<file path="src/hw/rtl/fsrp_pkg.sv">
package fsrp_pkg;

  // Fixed payload widths of the request and response channels
  localparam int unsigned REQ_W     = 3;
  localparam int unsigned IN_DATA_W = 32;
  localparam int unsigned AMT_W     = 16;
  localparam int unsigned OCC_W     = 5;
  localparam int unsigned STATUS_W  = 2;

  typedef enum logic [REQ_W-1:0] {
    REQ_ENQ    = 3'd0,
    REQ_DEQ    = 3'd1,
    REQ_SEARCH = 3'd2,
    REQ_PAL    = 3'd3,
    REQ_ROT    = 3'd4
  } req_type_e;

  typedef enum logic [STATUS_W-1:0] {
    STATUS_OK    = 2'd0,
    STATUS_EMPTY = 2'd1,
    STATUS_FULL  = 2'd2
  } status_e;

  typedef enum logic [1:0] {
    ST_IDLE,
    ST_DIV,
    ST_WALK,
    ST_RESP
  } state_e;

endpackage

</file>
<file path="src/hw/rtl/fsrp_req_if.sv">
interface fsrp_req_if import fsrp_pkg::*; ();
  logic                        valid;
  logic                        ready;
  logic [REQ_W-1:0]            req_type;
  logic signed [IN_DATA_W-1:0] data_in;
  logic [AMT_W-1:0]            rotate_amount;

  modport source (output valid, output req_type, output data_in, output rotate_amount,
                  input ready);
  modport sink   (input valid, input req_type, input data_in, input rotate_amount,
                  output ready);
endinterface

</file>
<file path="src/hw/rtl/fsrp_rsp_if.sv">
interface fsrp_rsp_if import fsrp_pkg::*; ();
  logic                        valid;
  logic                        ready;
  logic signed [IN_DATA_W-1:0] data_out;
  logic                        found;
  logic                        is_palindrome;
  logic [OCC_W-1:0]            occupancy;
  logic [STATUS_W-1:0]         status;

  modport source (output valid, output data_out, output found, output is_palindrome,
                  output occupancy, output status, input ready);
  modport sink   (input valid, input data_out, input found, input is_palindrome,
                  input occupancy, input status, output ready);
endinterface

</file>
<file path="src/hw/rtl/fifo_with_search_rotate_palindrome_unit.sv">
// Enqueue, dequeue, unused codes and any request on an empty queue go straight to the
// response; a search reads every entry, a palindrome check compares occupancy/2 pairs,
// and a rotate by a nonzero amount moves amount mod occupancy entries from front to rear.
// One request at a time: the next is accepted once the response is registered, as the
// memory read pipeline and the bit-serial remainder unit serve one request.
// Reset (async, low) empties the queue and clears control; stored words stay undefined.
module fifo_with_search_rotate_palindrome_unit import fsrp_pkg::*; #(
  parameter int unsigned DEPTH      = 16,
  parameter int unsigned DATA_WIDTH = 32
) (
  input  logic        clk_i,
  input  logic        rst_ni,
  fsrp_req_if.sink    req_i,
  fsrp_rsp_if.source  rsp_o
);

  localparam int unsigned PTR_W     = $clog2(DEPTH);
  localparam int unsigned CNT_W     = $clog2(DEPTH + 1);
  localparam int unsigned DIV_CNT_W = $clog2(AMT_W + 1);

  localparam logic [PTR_W-1:0]     PTR_LAST = PTR_W'(DEPTH - 1);
  localparam logic [CNT_W-1:0]     CNT_FULL = CNT_W'(DEPTH);
  localparam logic [DIV_CNT_W-1:0] DIV_LEN  = DIV_CNT_W'(AMT_W);

  // Ring pointer steps; DEPTH need not be a power of two
  function automatic logic [PTR_W-1:0] ptr_inc(input logic [PTR_W-1:0] p);
    ptr_inc = (p == PTR_LAST) ? '0 : p + PTR_W'(1);
  endfunction

  function automatic logic [PTR_W-1:0] ptr_dec(input logic [PTR_W-1:0] p);
    ptr_dec = (p == '0) ? PTR_LAST : p - PTR_W'(1);
  endfunction

  // ---------------------------------------------------------------------------
  // Registers
  // ---------------------------------------------------------------------------
  state_e                 state_q, state_d;
  logic [PTR_W-1:0]       head_q, head_d;       // front entry
  logic [PTR_W-1:0]       tail_q, tail_d;       // next free slot
  logic [CNT_W-1:0]       count_q, count_d;
  req_type_e              op_q, op_d;           // request under way
  logic [DATA_WIDTH-1:0]  key_q, key_d;         // value searched for
  logic [AMT_W-1:0]       amt_q, amt_d;         // dividend, shifted out MSB first
  logic [DIV_CNT_W-1:0]   div_cnt_q, div_cnt_d;
  logic [CNT_W-1:0]       rem_q, rem_d;         // partial remainder
  logic [CNT_W-1:0]       steps_q, steps_d;     // memory reads still to issue
  logic [PTR_W-1:0]       ptr_a_q, ptr_a_d;     // walks forward from the front
  logic [PTR_W-1:0]       ptr_b_q, ptr_b_d;     // walks back from the rear
  logic                   pipe_vld_q, pipe_vld_d; // read data is valid this cycle
  logic                   res_found_q, res_found_d;
  logic                   res_pal_q, res_pal_d;
  status_e                res_status_q, res_status_d;
  logic                   res_mem_q, res_mem_d;  // response data comes from read port A

  logic                   rsp_valid_q, rsp_valid_d;
  logic [IN_DATA_W-1:0]   rsp_data_q, rsp_data_d;
  logic                   rsp_found_q, rsp_found_d;
  logic                   rsp_pal_q, rsp_pal_d;
  logic [OCC_W-1:0]       rsp_occ_q, rsp_occ_d;
  status_e                rsp_status_q, rsp_status_d;

  // ---------------------------------------------------------------------------
  // Entry memory: one write port, two registered read ports
  // ---------------------------------------------------------------------------
  logic [DATA_WIDTH-1:0]  mem_q [DEPTH];
  logic [DATA_WIDTH-1:0]  rd_a_q, rd_b_q;
  logic                   wr_en, rd_en_a, rd_en_b;
  logic [PTR_W-1:0]       wr_addr, rd_addr_a, rd_addr_b;
  logic [DATA_WIDTH-1:0]  wr_data;

  always_ff @(posedge clk_i) begin
    if (wr_en) begin
      mem_q[wr_addr] <= wr_data;
    end
    if (rd_en_a) begin
      rd_a_q <= mem_q[rd_addr_a];
    end
    if (rd_en_b) begin
      rd_b_q <= mem_q[rd_addr_b];
    end
  end

  // ---------------------------------------------------------------------------
  // Handshake and request decode
  // ---------------------------------------------------------------------------
  logic                  req_fire;
  logic                  rsp_free;
  req_type_e             in_type;
  logic [DATA_WIDTH-1:0] in_word;

  assign req_i.ready = (state_q == ST_IDLE);
  assign req_fire    = req_i.valid && req_i.ready;
  assign rsp_free    = !rsp_valid_q || rsp_o.ready;
  assign in_type     = req_type_e'(req_i.req_type);
  // Only the low DATA_WIDTH bits of the 32-bit value are held and compared
  assign in_word     = DATA_WIDTH'($unsigned(req_i.data_in));

  // Remainder unit: one restoring step per cycle, one step for each bit of the amount
  logic [CNT_W:0]   rem_shift;
  logic [CNT_W:0]   rem_cnt_ext;
  logic [CNT_W-1:0] rem_next;

  assign rem_shift   = {rem_q, amt_q[AMT_W-1]};
  assign rem_cnt_ext = {1'b0, count_q};
  assign rem_next    = (rem_shift >= rem_cnt_ext) ? CNT_W'(rem_shift - rem_cnt_ext)
                                                  : CNT_W'(rem_shift);

  // ---------------------------------------------------------------------------
  // Next state
  // ---------------------------------------------------------------------------
  always_comb begin
    state_d = state_q;
    case (state_q)
      ST_IDLE: begin
        if (req_fire) begin
          case (in_type)
            REQ_SEARCH, REQ_PAL: state_d = (count_q == '0) ? ST_RESP : ST_WALK;
            REQ_ROT: begin
              state_d = (count_q != '0 && req_i.rotate_amount != '0) ? ST_DIV : ST_RESP;
            end
            default: state_d = ST_RESP;
          endcase
        end
      end
      ST_DIV: begin
        if (div_cnt_q == DIV_CNT_W'(1)) begin
          state_d = ST_WALK;
        end
      end
      ST_WALK: begin
        // finished once every read has been issued and the last one consumed
        if (steps_q == '0 && !pipe_vld_q) begin
          state_d = ST_RESP;
        end
      end
      ST_RESP: begin
        if (rsp_free) begin
          state_d = ST_IDLE;
        end
      end
      default: state_d = ST_IDLE;
    endcase
  end

  // ---------------------------------------------------------------------------
  // Datapath and memory control
  // ---------------------------------------------------------------------------
  always_comb begin
    head_d       = head_q;
    tail_d       = tail_q;
    count_d      = count_q;
    op_d         = op_q;
    key_d        = key_q;
    amt_d        = amt_q;
    div_cnt_d    = div_cnt_q;
    rem_d        = rem_q;
    steps_d      = steps_q;
    ptr_a_d      = ptr_a_q;
    ptr_b_d      = ptr_b_q;
    pipe_vld_d   = 1'b0;
    res_found_d  = res_found_q;
    res_pal_d    = res_pal_q;
    res_status_d = res_status_q;
    res_mem_d    = res_mem_q;
    wr_en        = 1'b0;
    wr_addr      = tail_q;
    wr_data      = rd_a_q;
    rd_en_a      = 1'b0;
    rd_addr_a    = ptr_a_q;
    rd_en_b      = 1'b0;
    rd_addr_b    = ptr_b_q;

    rsp_valid_d  = rsp_valid_q && !rsp_o.ready;
    rsp_data_d   = rsp_data_q;
    rsp_found_d  = rsp_found_q;
    rsp_pal_d    = rsp_pal_q;
    rsp_occ_d    = rsp_occ_q;
    rsp_status_d = rsp_status_q;

    case (state_q)
      ST_IDLE: begin
        if (req_fire) begin
          op_d         = in_type;
          key_d        = in_word;
          amt_d        = req_i.rotate_amount;
          div_cnt_d    = DIV_LEN;
          rem_d        = '0;
          steps_d      = '0;
          ptr_a_d      = head_q;
          ptr_b_d      = ptr_dec(tail_q);
          res_found_d  = 1'b0;
          res_pal_d    = 1'b0;
          res_status_d = STATUS_OK;
          res_mem_d    = 1'b0;
          case (in_type)
            REQ_ENQ: begin
              if (count_q == CNT_FULL) begin
                res_status_d = STATUS_FULL;
              end else begin
                wr_en   = 1'b1;
                wr_addr = tail_q;
                wr_data = in_word;
                tail_d  = ptr_inc(tail_q);
                count_d = count_q + CNT_W'(1);
              end
            end
            REQ_DEQ: begin
              if (count_q == '0) begin
                res_status_d = STATUS_EMPTY;
              end else begin
                rd_en_a   = 1'b1;
                rd_addr_a = head_q;
                head_d    = ptr_inc(head_q);
                count_d   = count_q - CNT_W'(1);
                res_mem_d = 1'b1;
              end
            end
            REQ_SEARCH: steps_d = count_q;
            REQ_PAL: begin
              if (count_q == '0) begin
                res_status_d = STATUS_EMPTY;
              end else begin
                res_pal_d = 1'b1;
                steps_d   = count_q >> 1;
              end
            end
            default: ;
          endcase
        end
      end

      ST_DIV: begin
        rem_d     = rem_next;
        amt_d     = amt_q << 1;
        div_cnt_d = div_cnt_q - DIV_CNT_W'(1);
        if (div_cnt_q == DIV_CNT_W'(1)) begin
          steps_d = rem_next;
        end
      end

      ST_WALK: begin
        // issue side
        if (steps_q != '0) begin
          pipe_vld_d = 1'b1;
          rd_en_a    = 1'b1;
          rd_addr_a  = ptr_a_q;
          ptr_a_d    = ptr_inc(ptr_a_q);
          steps_d    = steps_q - CNT_W'(1);
          if (op_q == REQ_PAL) begin
            rd_en_b   = 1'b1;
            rd_addr_b = ptr_b_q;
            ptr_b_d   = ptr_dec(ptr_b_q);
          end
          if (op_q == REQ_ROT) begin
            head_d = ptr_inc(head_q);
          end
        end
        // consume side, in the cycle after the read; a rotate writes the popped word at the
        // rear, which never lands on the slot being read in the same cycle
        if (pipe_vld_q) begin
          case (op_q)
            REQ_SEARCH: begin
              if (rd_a_q == key_q) begin
                res_found_d = 1'b1;
              end
            end
            REQ_PAL: begin
              if (rd_a_q != rd_b_q) begin
                res_pal_d = 1'b0;
              end
            end
            REQ_ROT: begin
              wr_en   = 1'b1;
              wr_addr = tail_q;
              wr_data = rd_a_q;
              tail_d  = ptr_inc(tail_q);
            end
            default: ;
          endcase
        end
      end

      ST_RESP: begin
        if (rsp_free) begin
          rsp_valid_d  = 1'b1;
          rsp_data_d   = res_mem_q ? IN_DATA_W'(rd_a_q) : '0;
          rsp_found_d  = res_found_q;
          rsp_pal_d    = res_pal_q;
          rsp_occ_d    = OCC_W'(count_q);
          rsp_status_d = res_status_q;
        end
      end

      default: ;
    endcase
  end

  // ---------------------------------------------------------------------------
  // Control registers
  // ---------------------------------------------------------------------------
  always_ff @(posedge clk_i or negedge rst_ni) begin
    if (!rst_ni) begin
      state_q     <= ST_IDLE;
      head_q      <= '0;
      tail_q      <= '0;
      count_q     <= '0;
      op_q        <= REQ_ENQ;
      div_cnt_q   <= '0;
      steps_q     <= '0;
      pipe_vld_q  <= 1'b0;
      rsp_valid_q <= 1'b0;
    end else begin
      state_q     <= state_d;
      head_q      <= head_d;
      tail_q      <= tail_d;
      count_q     <= count_d;
      op_q        <= op_d;
      div_cnt_q   <= div_cnt_d;
      steps_q     <= steps_d;
      pipe_vld_q  <= pipe_vld_d;
      rsp_valid_q <= rsp_valid_d;
    end
  end

  // Payload registers
  always_ff @(posedge clk_i) begin
    key_q        <= key_d;
    amt_q        <= amt_d;
    rem_q        <= rem_d;
    ptr_a_q      <= ptr_a_d;
    ptr_b_q      <= ptr_b_d;
    res_found_q  <= res_found_d;
    res_pal_q    <= res_pal_d;
    res_status_q <= res_status_d;
    res_mem_q    <= res_mem_d;
    rsp_data_q   <= rsp_data_d;
    rsp_found_q  <= rsp_found_d;
    rsp_pal_q    <= rsp_pal_d;
    rsp_occ_q    <= rsp_occ_d;
    rsp_status_q <= rsp_status_d;
  end

  // ---------------------------------------------------------------------------
  // Response channel
  // ---------------------------------------------------------------------------
  assign rsp_o.valid         = rsp_valid_q;
  assign rsp_o.data_out      = rsp_data_q;
  assign rsp_o.found         = rsp_found_q;
  assign rsp_o.is_palindrome = rsp_pal_q;
  assign rsp_o.occupancy     = rsp_occ_q;
  assign rsp_o.status        = rsp_status_q;

endmodule
</file>
<file path="src/flat_wrapper.sv">
// flat-port wrapper written by rule: the top's interface ports become plain ports
module fifo_with_search_rotate_palindrome_unit_flat import fsrp_pkg::*;
#(
  parameter int unsigned DEPTH      = 16,
  parameter int unsigned DATA_WIDTH = 32
)
  (clk_i, rst_ni, req_i_valid, req_i_req_type, req_i_data_in, req_i_rotate_amount, req_i_ready, rsp_o_valid, rsp_o_data_out, rsp_o_found, rsp_o_is_palindrome, rsp_o_occupancy, rsp_o_status, rsp_o_ready);
  fsrp_req_if req_i_i ();
  fsrp_rsp_if rsp_o_i ();
  input  logic clk_i;
  input  logic rst_ni;
  input wire logic [$bits(req_i_i.valid)-1:0] req_i_valid;
  input wire logic [$bits(req_i_i.req_type)-1:0] req_i_req_type;
  input wire logic [$bits(req_i_i.data_in)-1:0] req_i_data_in;
  input wire logic [$bits(req_i_i.rotate_amount)-1:0] req_i_rotate_amount;
  output wire logic [$bits(req_i_i.ready)-1:0] req_i_ready;
  output wire logic [$bits(rsp_o_i.valid)-1:0] rsp_o_valid;
  output wire logic [$bits(rsp_o_i.data_out)-1:0] rsp_o_data_out;
  output wire logic [$bits(rsp_o_i.found)-1:0] rsp_o_found;
  output wire logic [$bits(rsp_o_i.is_palindrome)-1:0] rsp_o_is_palindrome;
  output wire logic [$bits(rsp_o_i.occupancy)-1:0] rsp_o_occupancy;
  output wire logic [$bits(rsp_o_i.status)-1:0] rsp_o_status;
  input wire logic [$bits(rsp_o_i.ready)-1:0] rsp_o_ready;
  assign req_i_i.valid = req_i_valid;
  assign req_i_i.req_type = req_i_req_type;
  assign req_i_i.data_in = req_i_data_in;
  assign req_i_i.rotate_amount = req_i_rotate_amount;
  assign req_i_ready = req_i_i.ready;
  assign rsp_o_valid = rsp_o_i.valid;
  assign rsp_o_data_out = rsp_o_i.data_out;
  assign rsp_o_found = rsp_o_i.found;
  assign rsp_o_is_palindrome = rsp_o_i.is_palindrome;
  assign rsp_o_occupancy = rsp_o_i.occupancy;
  assign rsp_o_status = rsp_o_i.status;
  assign rsp_o_i.ready = rsp_o_ready;
  fifo_with_search_rotate_palindrome_unit #(.DEPTH(DEPTH), .DATA_WIDTH(DATA_WIDTH)) u_core (.clk_i(clk_i), .rst_ni(rst_ni), .req_i(req_i_i), .rsp_o(rsp_o_i));
endmodule
</file>
<file path="config.mk">
export PLATFORM = sky130hd
export DESIGN_NAME = fifo_with_search_rotate_palindrome_unit_flat
export DESIGN_NICKNAME = d
export VERILOG_FILES = /design/src/hw/rtl/fsrp_pkg.sv /design/src/hw/rtl/fsrp_req_if.sv /design/src/hw/rtl/fsrp_rsp_if.sv /design/src/hw/rtl/fifo_with_search_rotate_palindrome_unit.sv /design/src/flat_wrapper.sv
export SDC_FILE = /design/constraint.sdc
export NUM_CORES = 1
export LEC_CHECK = 0
export BUFFER_PORTS_ARGS = -buffer_cell sky130_fd_sc_hd__buf_2
export CELL_PAD_IN_SITES_DETAIL_PLACEMENT = 1
export CELL_PAD_IN_SITES_GLOBAL_PLACEMENT = 1
export CORE_MARGIN = 3
export CORE_UTILIZATION = 40
export CTS_CLUSTER_SIZE = 14
export DETAILED_ROUTE_END_ITERATION = 12
export PLACE_DENSITY = 0.64
export SLEW_MARGIN = 20
export SYNTH_ARGS = -nofsm -noshare
export SYNTH_HDL_FRONTEND = slang
export SYNTH_SLANG_ARGS = --single-unit
</file>
<file path="constraint.sdc">
create_clock -name clk_i -period 6.7 [get_ports clk_i]
set_clock_uncertainty 0.1 [all_clocks]
set_input_delay 0 -clock clk_i [delete_from_list [all_inputs] [get_ports clk_i]]
set_output_delay 0 -clock clk_i [all_outputs]
set_load 0.005 [all_outputs]
</file>
[Word-level counts from Yosys, hierarchy flattened]
Memory sizes are Yosys's and may differ from the RTL's. A register that Yosys moved wholly into a read port is not among the register bits.
Index checks and enable logic that the tools add are counted.
Cells by class
  add/sub/neg operators: 10
  magnitude comparators: 1
  equal/unequal tests: 34
  muxes and demuxes: 89
  reductions and logical operators: 35
Operator list (count)
  two-way mux 32 bit: 4
  two-way mux 4 bit: 25
  two-way mux 5 bit: 8
  case mux 5 bit (2 select lines): 4
  == test 32 bit: 1
  != test 32 bit: 1
  case mux 16 bit (2 select lines): 1
  case mux 4 bit (2 select lines): 4
  two-way mux 1 bit: 28
  != test 2 x 1 -> 1 bit, second input constant: 9
  two-way mux 16 bit: 1
  != test 2 bit, second input constant: 8
  nonzero test 16 bit: 1
  case mux 5 bit (3 select lines): 1
  AND reduction 5 bit: 3
  subtractor 5 x 1 -> 5 bit, second input constant: 3
  adder 4 x 1 -> 4 bit, second input constant: 3
  == test 3 x 2 -> 1 bit, second input constant: 4
  == test 4 bit, second input constant: 3
  two-way mux 2 bit: 6
  AND reduction 4 bit: 3
  AND reduction 6 bit: 2
  logical NOT 5 bit: 2
  nonzero test 5 bit: 2
  other kinds (24): 42
Word-level totals
  register bits: 137
  RAM bits: 512
  input bits: 55
  output and inout port bits: 43
  logic and storage cells: 193
  memories: 1
Memory list
  u_core.mem_q: words 16, width 32, rd ports 2, clocked after memory_dff 2, write ports 1, RTL line fifo_with_search_rotate_palindrome_unit.sv:65  | logic [DATA_WIDTH-1:0] mem_q [DEPTH];

[Logic depth before layout (Yosys ltp)]
Gate-level depths: netlist of the first run.
  depth in word-level cells: 7
  mapped depth: 13
  mapped depth without buffers: 10

[Least setup slack after synthesis of the first run]
OpenSTA, ideal clock, no wires.
  path kind: register to register
  start point: reg u_core.state_q[0]
  end point: mem u_core.mem_q[3][0] (enable)
  setup time: 0.461 ns
  arrival time: 4.286 ns
  setup slack: 1.853 ns
  stages on the path, launching flop included: 10
  period minus slack after synthesis: 4.847 ns
  cell sequence: dfrtp_1 > inv_1 > ha_1 > nand2_1 > inv_2 > and2_1 > clkbuf_1 > o21bai_1 > nand2_1 > nor3_1
Between the ends
  word-level cells in the longest chain between the ends: 6
  elaborated cells between the ends (all ways): 7
  classes of those cells: 1 x eq/ne; 4 x mux; 2 x reduce/logical
Ends and longest elaborated chain
  from (decl): RTL line fifo_with_search_rotate_palindrome_unit.sv:37  | state_e state_q, state_d;
  from (signal assigned): RTL line fifo_with_search_rotate_palindrome_unit.sv:313  | state_q <= state_d;
  logical NOT 2 bit *: RTL line fifo_with_search_rotate_palindrome_unit.sv:91  | assign req_i.ready = (state_q == ST_IDLE);
  net req_i_ready: RTL line flat_wrapper.sv:16  | output wire logic [$bits(req_i_i.ready)-1:0] req_i_ready;
  logical AND 1 bit: RTL line fifo_with_search_rotate_palindrome_unit.sv:92  | assign req_fire = req_i.valid && req_i.ready;
  two-way mux 1 bit: RTL line fifo_with_search_rotate_palindrome_unit.sv:182  | if (req_fire) begin
  case mux 1 bit (2 select lines) *: RTL line fifo_with_search_rotate_palindrome_unit.sv:180  | case (state_q)
  two-way mux 1 bit *: RTL line fifo_with_search_rotate_palindrome_unit.sv:72  | if (wr_en) begin
  two-way mux 1 bit (implied by the code) *: RTL line fifo_with_search_rotate_palindrome_unit.sv:73  | mem_q[wr_addr] <= wr_data;
  to (decl): RTL line fifo_with_search_rotate_palindrome_unit.sv:65
Mark *: on every way through the listed nets, which the timed path passes. The rest lies on a longest branch.

[Final worst setup path of the first run]
  start point: reg u_core.state_q[0]
  end point: reg u_core.rd_a_q[24], read port of u_core.mem_q (data pin)
Between the ends
  word-level cells in the longest chain between the ends: 4
  elaborated cells between the ends (all ways): 7
  classes of those cells: 1 x eq/ne; 4 x mux; 2 x reduce/logical
Ends and longest elaborated chain
  logical NOT 2 bit: RTL line fifo_with_search_rotate_palindrome_unit.sv:91, fifo_with_search_rotate_palindrome_unit.sv:180
  logical AND 1 bit: RTL line fifo_with_search_rotate_palindrome_unit.sv:92
  two-way mux 1 bit or two-way mux 4 bit (tied branches): RTL line fifo_with_search_rotate_palindrome_unit.sv:182
  case mux 1 bit (2 select lines) or two-way mux 4 bit (tied branches)
  to (decl): RTL line fifo_with_search_rotate_palindrome_unit.sv:66  | logic [DATA_WIDTH-1:0] rd_a_q, rd_b_q;
Several ways; a longest one is shown, not always the timed one.
A chain may end at the register's enable or synchronous reset.

==> qor.yml, run 1 <==
outcome: "finished clean"
r2r_slack_ns: 1.76
port_buffers: 97
synth_edf_count: 683
holdCritStartpoint: "req_i_data_in[13]"
hold_viol_final: 0
grt_max_degree: 111
grt_pass1_wl_mm: 180
fillers: 8253
globalRoute.totalOverflow: 0
cpPeakStageDelay_ns: 0.64
hold_end: "u_core.key_q[13]"
clockRootBuffer: "clkbuf_16"
setup_ws_ns: 1.76
final_max_slew_viol_count: 0
worst_ep_arrival_time_ns: 5.23
syn_avg_cell_area_um2: 13.6
final_nets: 2686
dp_slack_ns: 1.90
synth_area_mm2: 0.0337
wl_mm: 125
yosys_warnings: 0
max_cap_viol_count: 0
path_cells: "inv_1 > ha_1 > nand2_1 > inv_2 > buf_4 > o2111a_4 > buf_4 > a211oi_1 > a2111oi_0 > a311oi_1 > a211o_1"
r2r_end: "u_core.rd_a_q[24]"
r2r_cells: 11
crit_slowest_cell: "buf_4"
synth_cells: 2475
drc: 0
ys_seq_elements: 713
power.leakage_nw: 13.6
ant_nets: 0
start_util_pct: 40.7
worst_setup_path_end_kind: "flop"
cts_buffers: 82
drt_iter0_markers: 2959
ys.flop_type: "edfxtp_1"
ys_seq_area_share_pct: 63.0
final_cell_mix: "683 x edfxtp_1, 292 x nand2_1, 165 x mux2i_1"
cts.repair.resized: 0
dpl.hpwl_mm: 71.6
post_drt_wl_per_cell_um: 33.3
rsz0062_at_grt: "no"
worst_pin_slew_ns: 1.08
grt_pass1_vias: 25100
io_pins: 98
setup_viol: 0
core-area_mm2: 0.0828
rows: 105
slew_headroom_pct: 28.0
die-height_um: 296
syn_nets: 2555
critPathMostFrequentCell: "buf_4"
dr_total_vias: 24300
grt.total_usage_pct: 28.3
clk_pin_slew_ns: 0.06
clkSinkCount: 713
multiInputGateArea_mm2: 0.0117
vias_per_cell: 6.48
utilization_pct: 47.0
cts_tree: "yes"
critical_path.top_delay_family: "compound AO/OA/AOI/OAI gates"
reg2reg_from: "u_core.state_q[0]"
whs_path_depth: 2
ys_types: 61
dieArea_mm2: 0.0878
area_delta_synth_final_pct: 15.4
cp_max_fo: 38
drive_gt1_share_pct: 16.6
start_kind: "flop"
max_freq_mhz: 202
synth-async-reset-ratio_pct: 4.21
worstPathRequired_ns: 6.99
final.min_clock_period_ns: 4.94
place_congestion: 0.855
htreeDepth: 3
first_pass_iters: 6
die_w_um: 296
power_density_mw_per_mm2: 490
final-seq-area_mm2: 0.0213
fin_crit_sh_pct: 73.8
clk_path_buf_depth: 3
ir_drop_mv: 0.295
mostFrequentLayoutCell: "edfxtp_1"
criticalPathCategory: "reg -> reg"
cp_num_buf_inv: 4
setup-tns-final_ns: 0
worstHoldPathType: "in -> reg"
antenna_found_initial: 2
insertion_delay_ns: 0.65
-- cell families (layout without fill, tap and decap cells) --
kind of cell	after synthesis	count (layout)	synth area share [%]
adder cells (fa/ha/maj)	25	25	0.972
multiplexers	286	286	11.1
XOR/XNOR	77	77	2.00
buffers and inverters	248	440	2.98
flip-flops	713	713	63.0
AO/OA/AOI/OAI	583	583	12.6
AND/OR/NAND/NOR	543	543	7.35
other	0	4	0
-- per-stage QoR --
stage	total power [mW]	area, um2	hold WS, ns	std cells
floorplan	11.3	33700	-0.396	2475
global placement	14.2	35600	0.000918	3527
detailed placement	14.4	35600	0.0131	3527
CTS	18.9	38900	0.0000229	3736
global route	19.8	38900	0.0227	3738
finish	19.1	38900	0.0183	3741
-- timing repair --
item                                    in CTS  in global routing
setup buffers                                0                  0
endpoints found under the setup margin       0                  0
endpoints found under the hold margin      617                  0
hold buffers                                64                  0
-- routing by layer --
| layer | wire length [um] | GRT usage, % | vias up |
|---|---|---|---|
| met5 | 0 | 0 | - |
| met4 | 5810 | 12.5 | 0 |
| met3 | 11000 | 6.14 | 320 |
| met2 | 57600 | 44.9 | 1314 |
| met1 | 50200 | 37.7 | 12700 |
| li1 | - | - | 9963 |
-- final cells by class --
cell class	instances	share of cell area, %
clock buffers	103	5.69
clock inverters	42	1.02
multi-input cells	1514	30.1
repair buffers	231	4.49
well taps	1070	3.44
flip-flops and latches	713	54.6
inverters	64	0.617
diodes	4	0.0257
-- state kept, by name, indices dropped and copies added, names as in the netlist, 5 cells and up --
register,count
u_core.mem_q,512
u_core.key_q,32
u_core.rd_a_q,32
u_core.rd_b_q,32
u_core.rsp_o.data_out,32
u_core.amt_q,16
u_core.count_q,5
u_core.div_cnt_q,5
u_core.rem_q,5
u_core.rsp_o.occupancy,5
u_core.steps_q,5
-- where the power goes --
part | internal (mW) | switching, mW
sequential | 6.12 | 0.529
clock | 2.60 | 1.87
combinational | 2.54 | 5.39
-- synthesized netlist by cell type, types with 2 or more instances --
cell | n | area (um2)
edfxtp_1 | 683 | 20500
nand2_1 | 296 | 1110
mux2i_1 | 167 | 1670
clkbuf_1 | 124 | 465
a21oi_1 | 122 | 611
a211oi_1 | 100 | 751
a221oi_1 | 98 | 858
nor2b_1 | 74 | 463
nor2_1 | 69 | 259
mux4_2 | 64 | 1440
inv_1 | 63 | 236
o21ai_0 | 60 | 300
mux2_2 | 55 | 619
xnor2_1 | 51 | 447
and2_1 | 37 | 231
a22oi_1 | 34 | 255
a311oi_1 | 34 | 298
a211o_1 | 33 | 289
buf_1 | 33 | 124
a32oi_1 | 32 | 280
a2111oi_0 | 31 | 272
dfrtp_1 | 30 | 751
xor2_1 | 26 | 228
ha_1 | 23 | 288
buf_2 | 20 | 100
nor4_1 | 17 | 106
nand4_1 | 14 | 87.6
nand3_1 | 12 | 60.1
nor3_1 | 10 | 50.1
a21o_1 | 8 | 60.1
buf_6 | 6 | 67.6
o31ai_1 | 6 | 45.0
a31oi_1 | 4 | 25.0
a21boi_0 | 3 | 22.5
nand2b_1 | 3 | 18.8
nor3b_1 | 3 | 22.5
a2bb2oi_1 | 2 | 17.5
fa_1 | 2 | 40.0
o211ai_1 | 2 | 15.0
o21bai_1 | 2 | 15.0
or3_1 | 2 | 12.5
-- worst max path at each step --
stage / startpoint / end / slack (ns) / cells past startpoint
final: u_core.state_q[0] / u_core.rd_a_q[24] / 1.76 / 11
after global placement: u_core.state_q[0] / u_core.rd_a_q[20] / 2.03 / 11
after detailed placement: u_core.state_q[0] / u_core.rd_a_q[28] / 1.90 / 11
after floorplan: u_core.state_q[0] / u_core.mem_q[3][0] / 1.85 / 9
after global routing: u_core.state_q[1] / u_core.rd_a_q[29] / 1.47 / 11
after CTS: u_core.state_q[0] / u_core.rd_a_q[28] / 1.88 / 11
Power figures use the tool's default switching activity.
==> run 2: changes to the inputs <==
--- a/config.mk
+++ b/config.mk
@@ -12,7 +12,7 @@
 export CORE_UTILIZATION = 40
 export CTS_CLUSTER_SIZE = 14
 export DETAILED_ROUTE_END_ITERATION = 12
-export PLACE_DENSITY = 0.64
+export PLACE_DENSITY = 0.66
 export SLEW_MARGIN = 20
 export SYNTH_ARGS = -nofsm -noshare
 export SYNTH_HDL_FRONTEND = slang
==> constraint.sdc (replaced) <==
create_clock -name clk_i -period 4.32 [get_ports clk_i]
set_clock_uncertainty 0.1 [all_clocks]
set_input_delay 0 -clock clk_i [delete_from_list [all_inputs] [get_ports clk_i]]
set_output_delay 0 -clock clk_i [all_outputs]
set_load 0.005 [all_outputs]
==> qor.yml, run 2 (synthesis gave the netlist of run 1 again) <==
insertion_delay_ns: 0.63  # was 0.65 ns
grt_pass1_vias: 25200  # was 25100
port_buffers: 97  # unchanged
hold_viol_final: 0  # unchanged
clkSinkCount: 713  # unchanged
utilization_pct: 47.4  # was 47.0%
antenna_found_initial: 4  # was 2
ir_drop_mv: 0.508  # was 0.295 mV
power.total_mw: 29.0  # was 19.1 mW
stdcell_area_mm2: 0.0392  # was 0.0389 mm2
max_cap_viol_count: 0  # unchanged
first_pass_iters: 6  # unchanged
grt.busiest_layer: "met2"  # unchanged
die_w_um: 296  # unchanged
grt_use_met3_pct: 5.32  # was 6.14%
worstHoldPathType: "in -> reg"  # unchanged
grt_max_degree: 85  # was 111
final_max_slew_viol_count: 0  # unchanged
use_met2_pct: 43.2  # was 44.9%
post_drt_wl_per_cell_um: 31.7  # was 33.3 um
htreeDepth: 3  # unchanged
die-height_um: 296  # unchanged
drt_iter0_markers: 2732  # was 2959
cp_max_fo: 38  # unchanged
worst_pin_slew_ns: 1.00  # was 1.08 ns
setup_viol: 0  # unchanged
worst_setup_path_end_kind: "flop"  # unchanged
largest_reg_flops: 512  # unchanged
worstPathRequired_ns: 4.71  # was 6.99 ns
whs_path_depth: 2  # unchanged
final_cell_mix: "683 x edfxtp_1, 292 x nand2_1, 165 x mux2i_1"  # unchanged
drive_gt1_share_pct: 16.7  # was 16.6%
start_util_pct: 40.7  # unchanged
ant_nets: 0  # unchanged
cts_tree: "yes"  # unchanged
globalRoute.totalOverflow: 0  # unchanged
drc: 0  # unchanged
start_kind: "flop"  # unchanged
rsz0062_at_grt: "no"  # unchanged
setup_ws_ns: 0.347  # was 1.76 ns
placed_cells: 3550  # was 3527
largest_register: "u_core.mem_q"  # unchanged
clk_pin_slew_ns: 0.06  # about the same
grt.total_usage_pct: 26.9  # was 28.3%
dieArea_mm2: 0.0878  # unchanged
cts.repair.resized: 0  # unchanged
r2r_cells: 7  # was 11
stdcell_count: 3766  # was 3741
hold_buffers: 73  # was 64
slew_headroom_pct: 32.8  # was 28.0%
setup-tns-final_ns: 0  # unchanged
area_delta_synth_final_pct: 16.3  # was 15.4%
power_density_mw_per_mm2: 739  # was 490 mW/mm2
io_pins: 98  # unchanged
dpl.hpwl_mm: 70.7  # was 71.6 mm
dr_total_vias: 24000  # was 24300
wl_mm: 119  # was 125 mm
holdWs_ns: 0.0218  # was 0.0183 ns
final_nets: 2716  # was 2686
outcome: "finished clean"  # unchanged
core-area_mm2: 0.0828  # unchanged
worst_ep_arrival_time_ns: 4.37  # was 5.23 ns
dp_slack_ns: 0.457  # was 1.90 ns
placed_cell_area_mm2: 0.0360  # was 0.0356 mm2
grt_pass1_wl_mm: 172  # was 180 mm
final.min_clock_period_ns: 3.97  # was 4.94 ns
clk_path_buf_depth: 3  # unchanged
cts_setup_buffers: 0  # unchanged
vias_per_cell: 6.38  # was 6.48
mostFrequentLayoutCell: "edfxtp_1"  # unchanged
cts_buffers: 80  # was 82
fin_crit_sh_pct: 92.0  # was 73.8%
met1_usage_pct: 35.9  # was 37.7%
place_congestion: 0.848  # was 0.855
criticalPathCategory: "reg -> reg"  # unchanged
clockRootBuffer: "clkbuf_16"  # unchanged
max_freq_mhz: 252  # was 202 MHz
power.leakage_nw: 13.7  # was 13.6 nW
rows: 105  # unchanged
## run 2: changes by cell type in the layout (fill, tap and decap cells not counted), sizes merged, moves of 2 or more
cell and delta:
diode -2, buf +23, clkinv -2, dlygate4sd3 +9, inv +2, bufinv -3
## run 2: routing by layer
metal,vias up,routed length [um]
met5,-,0
met2,1163,55300
li1,10000,-
met3,289,9890
met1,12600,48800
met4,0,5410
## run 2: worst max-delay path: stages (launching register included)
cell,delay (ns)
dfrtp_1,0.46
or4_4,0.62
o211ai_4,0.41
mux2_2,0.87
buf_4,0.70
a221oi_1,0.11
a211oi_1,0.34
a211o_1,0.16
## run 2: power breakdown
part,internal (mW),switching (mW),total [mW]
clock,3.67,2.80,6.47
sequential,9.49,0.845,10.3
combinational,4.09,8.10,12.2
## run 2: area by class of cell
type	instances	area, um2
Antenna cell	2	5.00
Clock buffer	102	2110
Clock inverter	38	289
Fill cell	8239	43600
Inverter	64	240
Multi-Input combinational cell	1514	11700
Sequential cell	713	21300
Tap cell	1070	1340
Timing Repair Buffer	263	2260
## run 2: worst paths after layout
check | endpoint | slack (ns) | from
max | u_core.rd_a_q[16] | 0.35 | u_core.count_q[0]
min | u_core.key_q[7] | 0.02 | req_i_data_in[7]
max reg2reg | u_core.rd_a_q[16] | 0.35 | u_core.count_q[0]
min reg2reg | u_core.rsp_o.status[0] | 0.33 | u_core.res_status_q[0]
max in group asynchronous | u_core.head_q[1] | 3.60 | rst_ni
min in group asynchronous | u_core.count_q[1] | 0.33 | rst_ni
